`config.mk`:
```
export PLATFORM = sky130hd
export DESIGN_NAME = csv_safe_byte_escaper_flat
export DESIGN_NICKNAME = d
export VERILOG_FILES = /design/src/rtl/cse_pkg.sv /design/src/rtl/cse_req_if.sv /design/src/rtl/cse_rsp_if.sv /design/src/rtl/csv_safe_byte_escaper.sv /design/src/rtl/cse_front.sv /design/src/rtl/cse_queue.sv /design/src/rtl/cse_back.sv /design/src/flat_wrapper.sv
export SDC_FILE = /design/constraint.sdc
export NUM_CORES = 1
export LEC_CHECK = 0
export ABC_AREA = 1
export BUFFER_PORTS_ARGS = -buffer_cell sky130_fd_sc_hd__clkbuf_2
export CAP_MARGIN = 20
export CELL_PAD_IN_SITES_DETAIL_PLACEMENT = 1
export CELL_PAD_IN_SITES_GLOBAL_PLACEMENT = 1
export CORE_MARGIN = 2
export CORE_UTILIZATION = 40
export DETAILED_ROUTE_END_ITERATION = 7
export GPL_ROUTABILITY_DRIVEN = 0
export GPL_TIMING_DRIVEN = 1
export PLACE_DENSITY = 0.74
export SKIP_CTS_REPAIR_TIMING = 1
export SLEW_MARGIN = 20
export SYNTH_ARGS = -nofsm -noshare
export SYNTH_HDL_FRONTEND = slang
export SYNTH_SLANG_ARGS = --single-unit
```
`constraint.sdc`:
```
create_clock -name clock -period 2.8 [get_ports clock]
set_clock_uncertainty 0.2 [all_clocks]
set_input_delay 0.14 -clock clock [delete_from_list [all_inputs] [get_ports clock]]
set_output_delay 0.14 -clock clock [all_outputs]
set_load 0.03 [all_outputs]
```
`src/rtl/cse_pkg.sv`:
```
// Shared constants, job descriptor type and escape functions for the byte escaper.
`timescale 1ns / 1ps
package cse_pkg;

   localparam int COUNT_WIDTH = 16;
   localparam int CAP_WIDTH   = 16;
   localparam int CMP_WIDTH   = ((COUNT_WIDTH > CAP_WIDTH) ? COUNT_WIDTH : CAP_WIDTH) + 1;
   localparam int ROOM_NEEDED = 5;
   localparam int QUEUE_DEPTH = 2;
   localparam int QPTR_WIDTH  = $clog2(QUEUE_DEPTH);
   localparam int QCNT_WIDTH  = $clog2(QUEUE_DEPTH + 1);

   localparam logic [CAP_WIDTH-1:0] CAP_RESET = CAP_WIDTH'(255);

   localparam logic [7:0] CH_NUL       = 8'h00;
   localparam logic [7:0] CH_BEL       = 8'h07;
   localparam logic [7:0] CH_BS        = 8'h08;
   localparam logic [7:0] CH_TAB       = 8'h09;
   localparam logic [7:0] CH_LF        = 8'h0A;
   localparam logic [7:0] CH_VT        = 8'h0B;
   localparam logic [7:0] CH_FF        = 8'h0C;
   localparam logic [7:0] CH_CR        = 8'h0D;
   localparam logic [7:0] CH_ESC       = 8'h1B;
   localparam logic [7:0] CH_SPACE     = 8'h20;
   localparam logic [7:0] CH_QUOTE     = 8'h22;
   localparam logic [7:0] CH_COMMA     = 8'h2C;
   localparam logic [7:0] CH_BACKSLASH = 8'h5C;
   localparam logic [7:0] CH_DEL       = 8'h7F;
   localparam logic [7:0] CH_LOWER_X   = 8'h78;

   typedef logic [2:0] esc_len_type;

   typedef struct packed {
      logic [3:0][7:0] esc_bytes;
      esc_len_type     esc_len;
      logic            has_term;
      logic            term_trunc;
   } job_type;

   function automatic logic [7:0] hex_digit(input logic [3:0] v);
      logic [7:0] d;
      if (v < 4'd10) begin
         d = 8'h30 + {4'h0, v};
      end else begin
         d = 8'h57 + {4'h0, v};
      end
      return d;
   endfunction

   function automatic job_type escape_byte(input logic [7:0] c);
      job_type    j;
      logic [7:0] letter;
      j      = '0;
      letter = CH_NUL;
      case (c)
         CH_NUL:                            letter = 8'h30;
         CH_BEL:                            letter = 8'h61;
         CH_BS:                             letter = 8'h62;
         CH_TAB:                            letter = 8'h74;
         CH_LF:                             letter = 8'h6E;
         CH_VT:                             letter = 8'h76;
         CH_FF:                             letter = 8'h66;
         CH_CR:                             letter = 8'h72;
         CH_ESC:                            letter = 8'h65;
         CH_QUOTE, CH_COMMA, CH_BACKSLASH:  letter = c;
         default:                           letter = CH_NUL;
      endcase
      if (c > CH_DEL) begin
         j.esc_bytes[0] = c;
         j.esc_len      = 3'd1;
      end else if (letter != CH_NUL) begin
         j.esc_bytes[0] = CH_BACKSLASH;
         j.esc_bytes[1] = letter;
         j.esc_len      = 3'd2;
      end else if (c < CH_SPACE || c == CH_DEL) begin
         j.esc_bytes[0] = CH_BACKSLASH;
         j.esc_bytes[1] = CH_LOWER_X;
         j.esc_bytes[2] = hex_digit(c[7:4]);
         j.esc_bytes[3] = hex_digit(c[3:0]);
         j.esc_len      = 3'd4;
      end else begin
         j.esc_bytes[0] = c;
         j.esc_len      = 3'd1;
      end
      return j;
   endfunction

endpackage

```
`src/rtl/cse_req_if.sv`:
```
// Input channel: one source byte per beat with string framing.
`timescale 1ns / 1ps
interface cse_req_if;
   logic       valid;
   logic       ready;
   logic [7:0] in_byte;
   logic       has_byte;
   logic       string_last;

   modport source (output valid, output in_byte, output has_byte, output string_last,
                   input ready);
   modport sink   (input valid, input in_byte, input has_byte, input string_last,
                   output ready);
endinterface

```
`src/rtl/cse_rsp_if.sv`:
```
// Result channel: one escaped byte per beat.
`timescale 1ns / 1ps
interface cse_rsp_if;
   logic       valid;
   logic       ready;
   logic [7:0] out_byte;
   logic       is_terminator;
   logic       was_truncated;
   logic       run_last;

   modport source (output valid, output out_byte, output is_terminator,
                   output was_truncated, output run_last, input ready);
   modport sink   (input valid, input out_byte, input is_terminator,
                   input was_truncated, input run_last, output ready);
endinterface

```
`src/rtl/csv_safe_byte_escaper.sv`:
```
// Top level of the CSV-safe byte escaper.
// Usage:
//   req_ch carries one source byte per beat (in_byte, has_byte, string_last);
//   rsp_ch carries one escaped byte per beat with terminator, truncation and
//   run_last marks. Both use valid/ready; a beat moves when both are high.
//   csr_wr_en/csr_wr_data write the destination capacity (reset value 255).
// Timing:
//   The first result beat of an item passes through the job queue and then
//   the output register. An item yields 0 to 5 result beats: 1 for a plain byte, 2 for
//   a letter escape, 4 for a hex escape, plus 1 for the terminator on the
//   last byte. The output register sends one beat per cycle while rsp_ch.ready
//   is high, and while it stays high a plain
//   byte stream sustains one item per cycle.
// Reset:
//   Synchronous, active high. Clears the byte count, the cut flag, the job
//   queue and the output register; capacity returns to 255.
// Stall:
//   When rsp_ch.ready is low the current beat holds; the two-entry job queue
//   keeps taking items until full, then req_ch.ready drops.
`timescale 1ns / 1ps
module csv_safe_byte_escaper (
   input  logic                          clock,
   input  logic                          reset,
   input  logic                          csr_wr_en,
   input  logic [cse_pkg::CAP_WIDTH-1:0] csr_wr_data,
   cse_req_if.sink                       req_ch,
   cse_rsp_if.source                     rsp_ch
);

   logic             push, pop, full, empty;
   cse_pkg::job_type push_job, head;

   cse_front u_front (
      .clock       (clock),
      .reset       (reset),
      .csr_wr_en   (csr_wr_en),
      .csr_wr_data (csr_wr_data),
      .req_ch      (req_ch),
      .queue_full  (full),
      .push        (push),
      .push_job    (push_job)
   );

   cse_queue u_queue (
      .clock    (clock),
      .reset    (reset),
      .push     (push),
      .push_job (push_job),
      .pop      (pop),
      .head     (head),
      .full     (full),
      .empty    (empty)
   );

   cse_back u_back (
      .clock  (clock),
      .reset  (reset),
      .head   (head),
      .empty  (empty),
      .pop    (pop),
      .rsp_ch (rsp_ch)
   );

endmodule

```
`src/rtl/cse_front.sv`:
```
// Front end: capacity register, room check, string state and job classification.
`timescale 1ns / 1ps
module cse_front (
   input  logic                          clock,
   input  logic                          reset,
   input  logic                          csr_wr_en,
   input  logic [cse_pkg::CAP_WIDTH-1:0] csr_wr_data,
   cse_req_if.sink                       req_ch,
   input  logic                          queue_full,
   output logic                          push,
   output cse_pkg::job_type              push_job
);

   logic [cse_pkg::CAP_WIDTH-1:0]   capacity_ff;
   logic [cse_pkg::COUNT_WIDTH-1:0] count_ff, count_in;
   logic                            trunc_ff, trunc_in;
   logic                            accept;
   logic [cse_pkg::COUNT_WIDTH:0]   sum5, sum4;
   logic                            no_room;
   cse_pkg::job_type                esc;

   assign req_ch.ready = !queue_full;
   assign accept       = req_ch.valid && req_ch.ready;

   assign sum5    = {1'b0, count_ff} + (cse_pkg::COUNT_WIDTH + 1)'(cse_pkg::ROOM_NEEDED);
   assign sum4    = {1'b0, count_ff} + (cse_pkg::COUNT_WIDTH + 1)'(cse_pkg::ROOM_NEEDED - 1);
   assign no_room = (cse_pkg::CMP_WIDTH'(capacity_ff) < cse_pkg::CMP_WIDTH'(sum5))
                    || sum4[cse_pkg::COUNT_WIDTH];
   assign esc     = cse_pkg::escape_byte(req_ch.in_byte);

   always_comb begin
      push     = 1'b0;
      push_job = esc;
      count_in = count_ff;
      trunc_in = trunc_ff;
      if (accept) begin
         if (trunc_ff) begin
            push = 1'b0;
         end else if (req_ch.has_byte) begin
            push = 1'b1;
            if (no_room) begin
               push_job.esc_len    = '0;
               push_job.has_term   = 1'b1;
               push_job.term_trunc = 1'b1;
               trunc_in            = 1'b1;
            end else begin
               push_job.has_term = req_ch.string_last;
               count_in = count_ff + cse_pkg::COUNT_WIDTH'(esc.esc_len);
            end
         end else if (req_ch.string_last) begin
            push             = 1'b1;
            push_job.esc_len = '0;
            push_job.has_term = 1'b1;
         end
         if (req_ch.string_last) begin
            count_in = '0;
            trunc_in = 1'b0;
         end
      end
   end

   always_ff @(posedge clock) begin
      if (reset) begin
         capacity_ff <= cse_pkg::CAP_RESET;
         count_ff    <= '0;
         trunc_ff    <= 1'b0;
      end else begin
         if (csr_wr_en) begin
            capacity_ff <= csr_wr_data;
         end
         count_ff <= count_in;
         trunc_ff <= trunc_in;
      end
   end

endmodule

```
`src/rtl/cse_queue.sv`:
```
// Short job queue between the front end and the byte sequencer.
`timescale 1ns / 1ps
module cse_queue (
   input  logic             clock,
   input  logic             reset,
   input  logic             push,
   input  cse_pkg::job_type push_job,
   input  logic             pop,
   output cse_pkg::job_type head,
   output logic             full,
   output logic             empty
);

   cse_pkg::job_type                slot_ff [cse_pkg::QUEUE_DEPTH];
   logic [cse_pkg::QPTR_WIDTH-1:0]  wr_ptr_ff, rd_ptr_ff;
   logic [cse_pkg::QCNT_WIDTH-1:0]  fill_ff;
   logic                            do_push, do_pop;

   assign full    = (fill_ff == cse_pkg::QCNT_WIDTH'(cse_pkg::QUEUE_DEPTH));
   assign empty   = (fill_ff == '0);
   assign do_push = push && !full;
   assign do_pop  = pop && !empty;
   assign head    = slot_ff[rd_ptr_ff];

   always_ff @(posedge clock) begin
      if (do_push) begin
         slot_ff[wr_ptr_ff] <= push_job;
      end
      if (reset) begin
         wr_ptr_ff <= '0;
         rd_ptr_ff <= '0;
         fill_ff   <= '0;
      end else begin
         if (do_push) begin
            wr_ptr_ff <= wr_ptr_ff + 1'b1;
         end
         if (do_pop) begin
            rd_ptr_ff <= rd_ptr_ff + 1'b1;
         end
         if (do_push && !do_pop) begin
            fill_ff <= fill_ff + 1'b1;
         end else if (do_pop && !do_push) begin
            fill_ff <= fill_ff - 1'b1;
         end
      end
   end

endmodule

```
`src/rtl/cse_back.sv`:
```
// Back end: walks each queued job and drives one result byte per beat.
`timescale 1ns / 1ps
module cse_back (
   input  logic             clock,
   input  logic             reset,
   input  cse_pkg::job_type head,
   input  logic             empty,
   output logic             pop,
   cse_rsp_if.source        rsp_ch
);

   logic [2:0] idx_ff, idx_in;
   logic       load;
   logic       term_beat, beat_last;
   logic       rsp_valid_ff;
   logic [7:0] byte_ff;
   logic       term_ff, trunc_ff, last_ff;

   assign load      = !empty && (!rsp_valid_ff || rsp_ch.ready);
   assign term_beat = (idx_ff == head.esc_len);
   assign beat_last = term_beat || (!head.has_term && (idx_ff == head.esc_len - 3'd1));
   assign pop       = load && beat_last;

   always_comb begin
      idx_in = idx_ff;
      if (pop) begin
         idx_in = '0;
      end else if (load) begin
         idx_in = idx_ff + 3'd1;
      end
   end

   always_ff @(posedge clock) begin
      if (reset) begin
         idx_ff       <= '0;
         rsp_valid_ff <= 1'b0;
      end else begin
         idx_ff <= idx_in;
         if (load) begin
            rsp_valid_ff <= 1'b1;
         end else if (rsp_ch.ready) begin
            rsp_valid_ff <= 1'b0;
         end
      end
      if (load) begin
         byte_ff  <= term_beat ? cse_pkg::CH_NUL : head.esc_bytes[idx_ff[1:0]];
         term_ff  <= term_beat;
         trunc_ff <= term_beat && head.term_trunc;
         last_ff  <= beat_last;
      end
   end

   assign rsp_ch.valid         = rsp_valid_ff;
   assign rsp_ch.out_byte      = byte_ff;
   assign rsp_ch.is_terminator = term_ff;
   assign rsp_ch.was_truncated = trunc_ff;
   assign rsp_ch.run_last      = last_ff;

   a_idx_in_job: assert property (@(posedge clock) disable iff (reset)
      !empty |-> idx_ff <= head.esc_len)
      else $error("beat index ran past the job");

   a_pop_rewinds: assert property (@(posedge clock) disable iff (reset)
      pop |=> idx_ff == '0)
      else $error("beat index not rewound after job end");

   a_term_closes: assert property (@(posedge clock) disable iff (reset)
      rsp_valid_ff && term_ff |-> last_ff && byte_ff == cse_pkg::CH_NUL)
      else $error("terminator beat is not a closing NUL");

   a_trunc_on_term: assert property (@(posedge clock) disable iff (reset)
      rsp_valid_ff && trunc_ff |-> term_ff)
      else $error("truncation mark off the terminator");

endmodule

```
`src/flat_wrapper.sv`:
```
// flat-port wrapper written by rule: the top's interface ports become plain ports
module csv_safe_byte_escaper_flat 
  (clock, reset, csr_wr_en, csr_wr_data, req_ch_valid, req_ch_in_byte, req_ch_has_byte, req_ch_string_last, req_ch_ready, rsp_ch_valid, rsp_ch_out_byte, rsp_ch_is_terminator, rsp_ch_was_truncated, rsp_ch_run_last, rsp_ch_ready);
  cse_req_if req_ch_i ();
  cse_rsp_if rsp_ch_i ();
  input  logic clock;
  input  logic reset;
  input  logic csr_wr_en;
  input  logic [cse_pkg::CAP_WIDTH-1:0] csr_wr_data;
  input wire logic [$bits(req_ch_i.valid)-1:0] req_ch_valid;
  input wire logic [$bits(req_ch_i.in_byte)-1:0] req_ch_in_byte;
  input wire logic [$bits(req_ch_i.has_byte)-1:0] req_ch_has_byte;
  input wire logic [$bits(req_ch_i.string_last)-1:0] req_ch_string_last;
  output wire logic [$bits(req_ch_i.ready)-1:0] req_ch_ready;
  output wire logic [$bits(rsp_ch_i.valid)-1:0] rsp_ch_valid;
  output wire logic [$bits(rsp_ch_i.out_byte)-1:0] rsp_ch_out_byte;
  output wire logic [$bits(rsp_ch_i.is_terminator)-1:0] rsp_ch_is_terminator;
  output wire logic [$bits(rsp_ch_i.was_truncated)-1:0] rsp_ch_was_truncated;
  output wire logic [$bits(rsp_ch_i.run_last)-1:0] rsp_ch_run_last;
  input wire logic [$bits(rsp_ch_i.ready)-1:0] rsp_ch_ready;
  assign req_ch_i.valid = req_ch_valid;
  assign req_ch_i.in_byte = req_ch_in_byte;
  assign req_ch_i.has_byte = req_ch_has_byte;
  assign req_ch_i.string_last = req_ch_string_last;
  assign req_ch_ready = req_ch_i.ready;
  assign rsp_ch_valid = rsp_ch_i.valid;
  assign rsp_ch_out_byte = rsp_ch_i.out_byte;
  assign rsp_ch_is_terminator = rsp_ch_i.is_terminator;
  assign rsp_ch_was_truncated = rsp_ch_i.was_truncated;
  assign rsp_ch_run_last = rsp_ch_i.run_last;
  assign rsp_ch_i.ready = rsp_ch_ready;
  csv_safe_byte_escaper u_core (.clock(clock), .reset(reset), .csr_wr_en(csr_wr_en), .csr_wr_data(csr_wr_data), .req_ch(req_ch_i), .rsp_ch(rsp_ch_i));
endmodule
```
==> results by group <==
Status
  – Status: finished, violations left
  – Failing checks: negative hold slack, negative setup slack

Yosys
  – Synth Register Bits: 123
  – Average size of a mapped cell: 8.99 µm²
  – Netlist Area Pre-Place: 6330 µm²
  – Number of synthesized flops with an enable pin: 81
  – Post-Syn Instances: 704
  – Top cell type's share of synthesized area: 0.384
  – Synth Warn #: 0
  – Commonest cells post-synth: nand2_1 (125), nor2_1 (107), edfxtp_1 (81)
  – Count of cell types in the netlist: 45
  – Post-synthesis sequential area ratio: 0.517
  – Synth area leaders: edfxtp_1 (38%), dfxtp_1 (13%), nand2_1 (7.4%)
  – Most common cell in the netlist: nand2_1
  – Ys flop type: edfxtp_1
  – Synth area leader: edfxtp_1
  – Async SR Flop Fraction: 0

Setup path
  – Max stage delay on crit path: 400 ps
  – Critical Path RT: 2900 ps
  – Arrival time worst endpoint: 3410 ps
  – Crit. End Element: flip-flop
  – Most frequent cell on the critical path: nand2_1
  – Critical Path Source Type: flip-flop
  – WP buf/inv: 1
  – Path type of the worst setup path: reg -> reg
  – Critical path's slowest cell: dfxtp_4
  – CP Max Fanout: 5
  – CP top delay family: simple AND/OR/NAND/NOR gates
  – Crit path cell chain: nand2_1 -> nand2_1 -> nand3_1 -> nor2_2 -> nand2_1 -> xor2_1 -> ha_1 -> nand2_1 -> nor2_1 -> a211oi_2 -> nor2_1 -> nor2_1 -> nand3_2 -> nand2_4 -> nand2_2 -> buf_4 -> nand3_1 -> nand2_1 -> nand2_1 -> nor2_1

Finish
  – Final #Nets: 933
  – Finished Layout Cells: 1095
  – Area delta synth->final: 33.8%
  – Layout cells sized above 1: 0.288
  – Final Cell Area: 8460 µm²
  – N_diodes: 0

STA
  – Post-layout min period: 3310 ps
  – Final period utilization: 1.18
  – Hold_ws: -7.40 ps
  – Final Slew Violations: 0
  – Fmax: 302 MHz
  – Final WS setup: -507 ps
  – Final Setup Violations: 27
  – RSZ-0062 raised after global routing: true
  – Slew @ Worst Pin: 584 ps
  – Setup TNS Final: -10440 ps
  – Worst slew margin: 0.610
  – Final Hold Violating Endpoints: 1

CTS
  – CTS tree: done
  – Worst skew pair latency: 430 ps
  – Clock buffer depth: 2
  – CTS H-tree depth: 4
  – CTS root buffer: clkbuf_16
  – Reg clk slew, reported paths: 70 ps
  – CTS buffer count: 17
  – CTS sink count: 123

Routing
  – Via count: 5719
  – Initial DRC Count: 366
  – # DRC: 0
  – Routed length per instance: 18.5 µm
  – DR pass1 iterations: 5
  – ANT nets after route: 0
  – Final wirelength: 20200 µm
  – Via density: 5.22

Floorplanning
  – Die ar.: 16800 µm²
  – Core Footprint: 15300 µm²
  – Die Ht: 130 µm
  – Die Wd: 130 µm
  – I/O pin count: 44
  – Starting Density: 0.413
  – Number of cell rows: 45

Hold path
  – Worst min-delay path category: in -> reg

Placed design
  – Port Buf Inserts: 43
  – Pre-CTS setup slack: -384 ps
  – Dpl hpwl: 12900 µm
  – Area of placed instances: 7410 µm²
  – Placed cell count: 1030

Flow run
  – Max Cap Viol: 0

GRT
  – Vias in the first global route: 5737
  – GRT Residual Overflow: 0
  – Pin count of the biggest net entering global routing: 37
  – Initial antenna violation count: 0
  – First-pass GRT wire length: 28600 µm
  – Gr usage total: 0.220

Power and ir drop
  – Pwr Density: 767 nW/µm²
  – Peak supply drop: 0.000457 V
  – Pleak: 3.75 nW
==> power breakdown <==
part	internal (mW)	switching (mW)	total, mW
combinational	0.644	1.35	1.99
clock	1.25	0.819	2.07
sequential	2.32	0.106	2.43
total	4.22	2.27	6.49
==> metal layers <==
layer | vias up | wire (µm) | global-route usage
met5 | - | 0 | 0
met4 | 0 | 616 | 0.0740
met3 | 42 | 744 | 0.0418
met2 | 131 | 10500 | 0.386
met1 | 2857 | 8360 | 0.272
li1 | 2689 | - | -
==> cells by family (layout without fill, tap and decap cells) <==
family          after synthesis  after routing  synth area share
compound gates              105            105            0.0916
xor+xnor                     23             23            0.0318
flops                       123            123             0.517
buf+inv                      93            267            0.0562
mux                           2              2           0.00316
other cells                   1              6          0.000593
fa+ha+maj                    31             31            0.0625
simple gates                326            327             0.237
==> worst reg2reg max path, delay by kind of cell, from the launching register on <==
family | cells | cell delay, ps
AO/OA/AOI/OAI | 1 | 190
XOR/XNOR | 1 | 240
adder cells (fa/ha/maj) | 1 | 290
buffers and inverters | 1 | 180
flip-flops | 1 | 400
AND/OR/NAND/NOR | 16 | 1660
==> state kept, by name (all words and copies together) (netlist names), 2 cells and up, named ones only <==
register,cells
u_core.u_queue.slot_ff,70
u_core.u_front.count_ff,16
u_core.u_back.idx_ff,3
u_core.u_queue.fill_ff,2
u_core.u_back.rsp_ch.out_byte,8
u_core.u_front.capacity_ff,16
==> cells in the final DEF, fill, tap and decap left out, drive strengths merged, types with 2 or more instances in the layout <==
master,synthesis,layout
or2,3,3
nor3,10,10
dfxtp,42,42
conb,1,6
buf,5,95
nand4,14,14
edfxtp,81,81
inv,75,78
nand2,140,141
a21oi,28,28
o21bai,3,3
a211oi,2,2
xnor2,4,4
mux2i,2,2
o21ai,52,52
dlygate4sd3,0,21
nand3b,3,3
clkinv,1,7
nor2,118,118
nand3,36,36
a221oi,2,2
clkbuf,12,65
o22ai,15,15
xor2,19,19
ha,30,30
==> path summary, 6_finish.rpt <==
path	start	end	slack, ps	cells past startpoint
setup / recovery	u_core.u_front.count_ff[0]	u_core.u_front.count_ff[14]	-510	20
hold / removal	req_ch_in_byte[4]	u_core.u_queue.slot_ff[1][9]	-7	4
setup reg to reg	u_core.u_front.count_ff[0]	u_core.u_front.count_ff[14]	-510	20
hold reg to reg	u_core.u_front.capacity_ff[3]	u_core.u_front.capacity_ff[3]	290	2
==> stage by stage <==
step / util / total power [mW]
finish: 0.553 / 6.49
global placement: 0.484 / 4.18
floorplan: - / 3.65
global route: 0.553 / 6.87
detailed placement: 0.484 / 4.30
CTS: 0.520 / 6.37
==> final cells by class <==
| type | instances | area, µm² |
|---|---|---|
| repair buffers | 159 | 1140 |
| flip-flops and latches | 123 | 3280 |
| well taps | 211 | 264 |
| inverters | 76 | 285 |
| multi-input cells | 494 | 2930 |
| clock buffers | 22 | 495 |
| fillers | 1781 | 6850 |
| clock inverters | 10 | 62.6 |
Power figures use the tool's default switching activity.
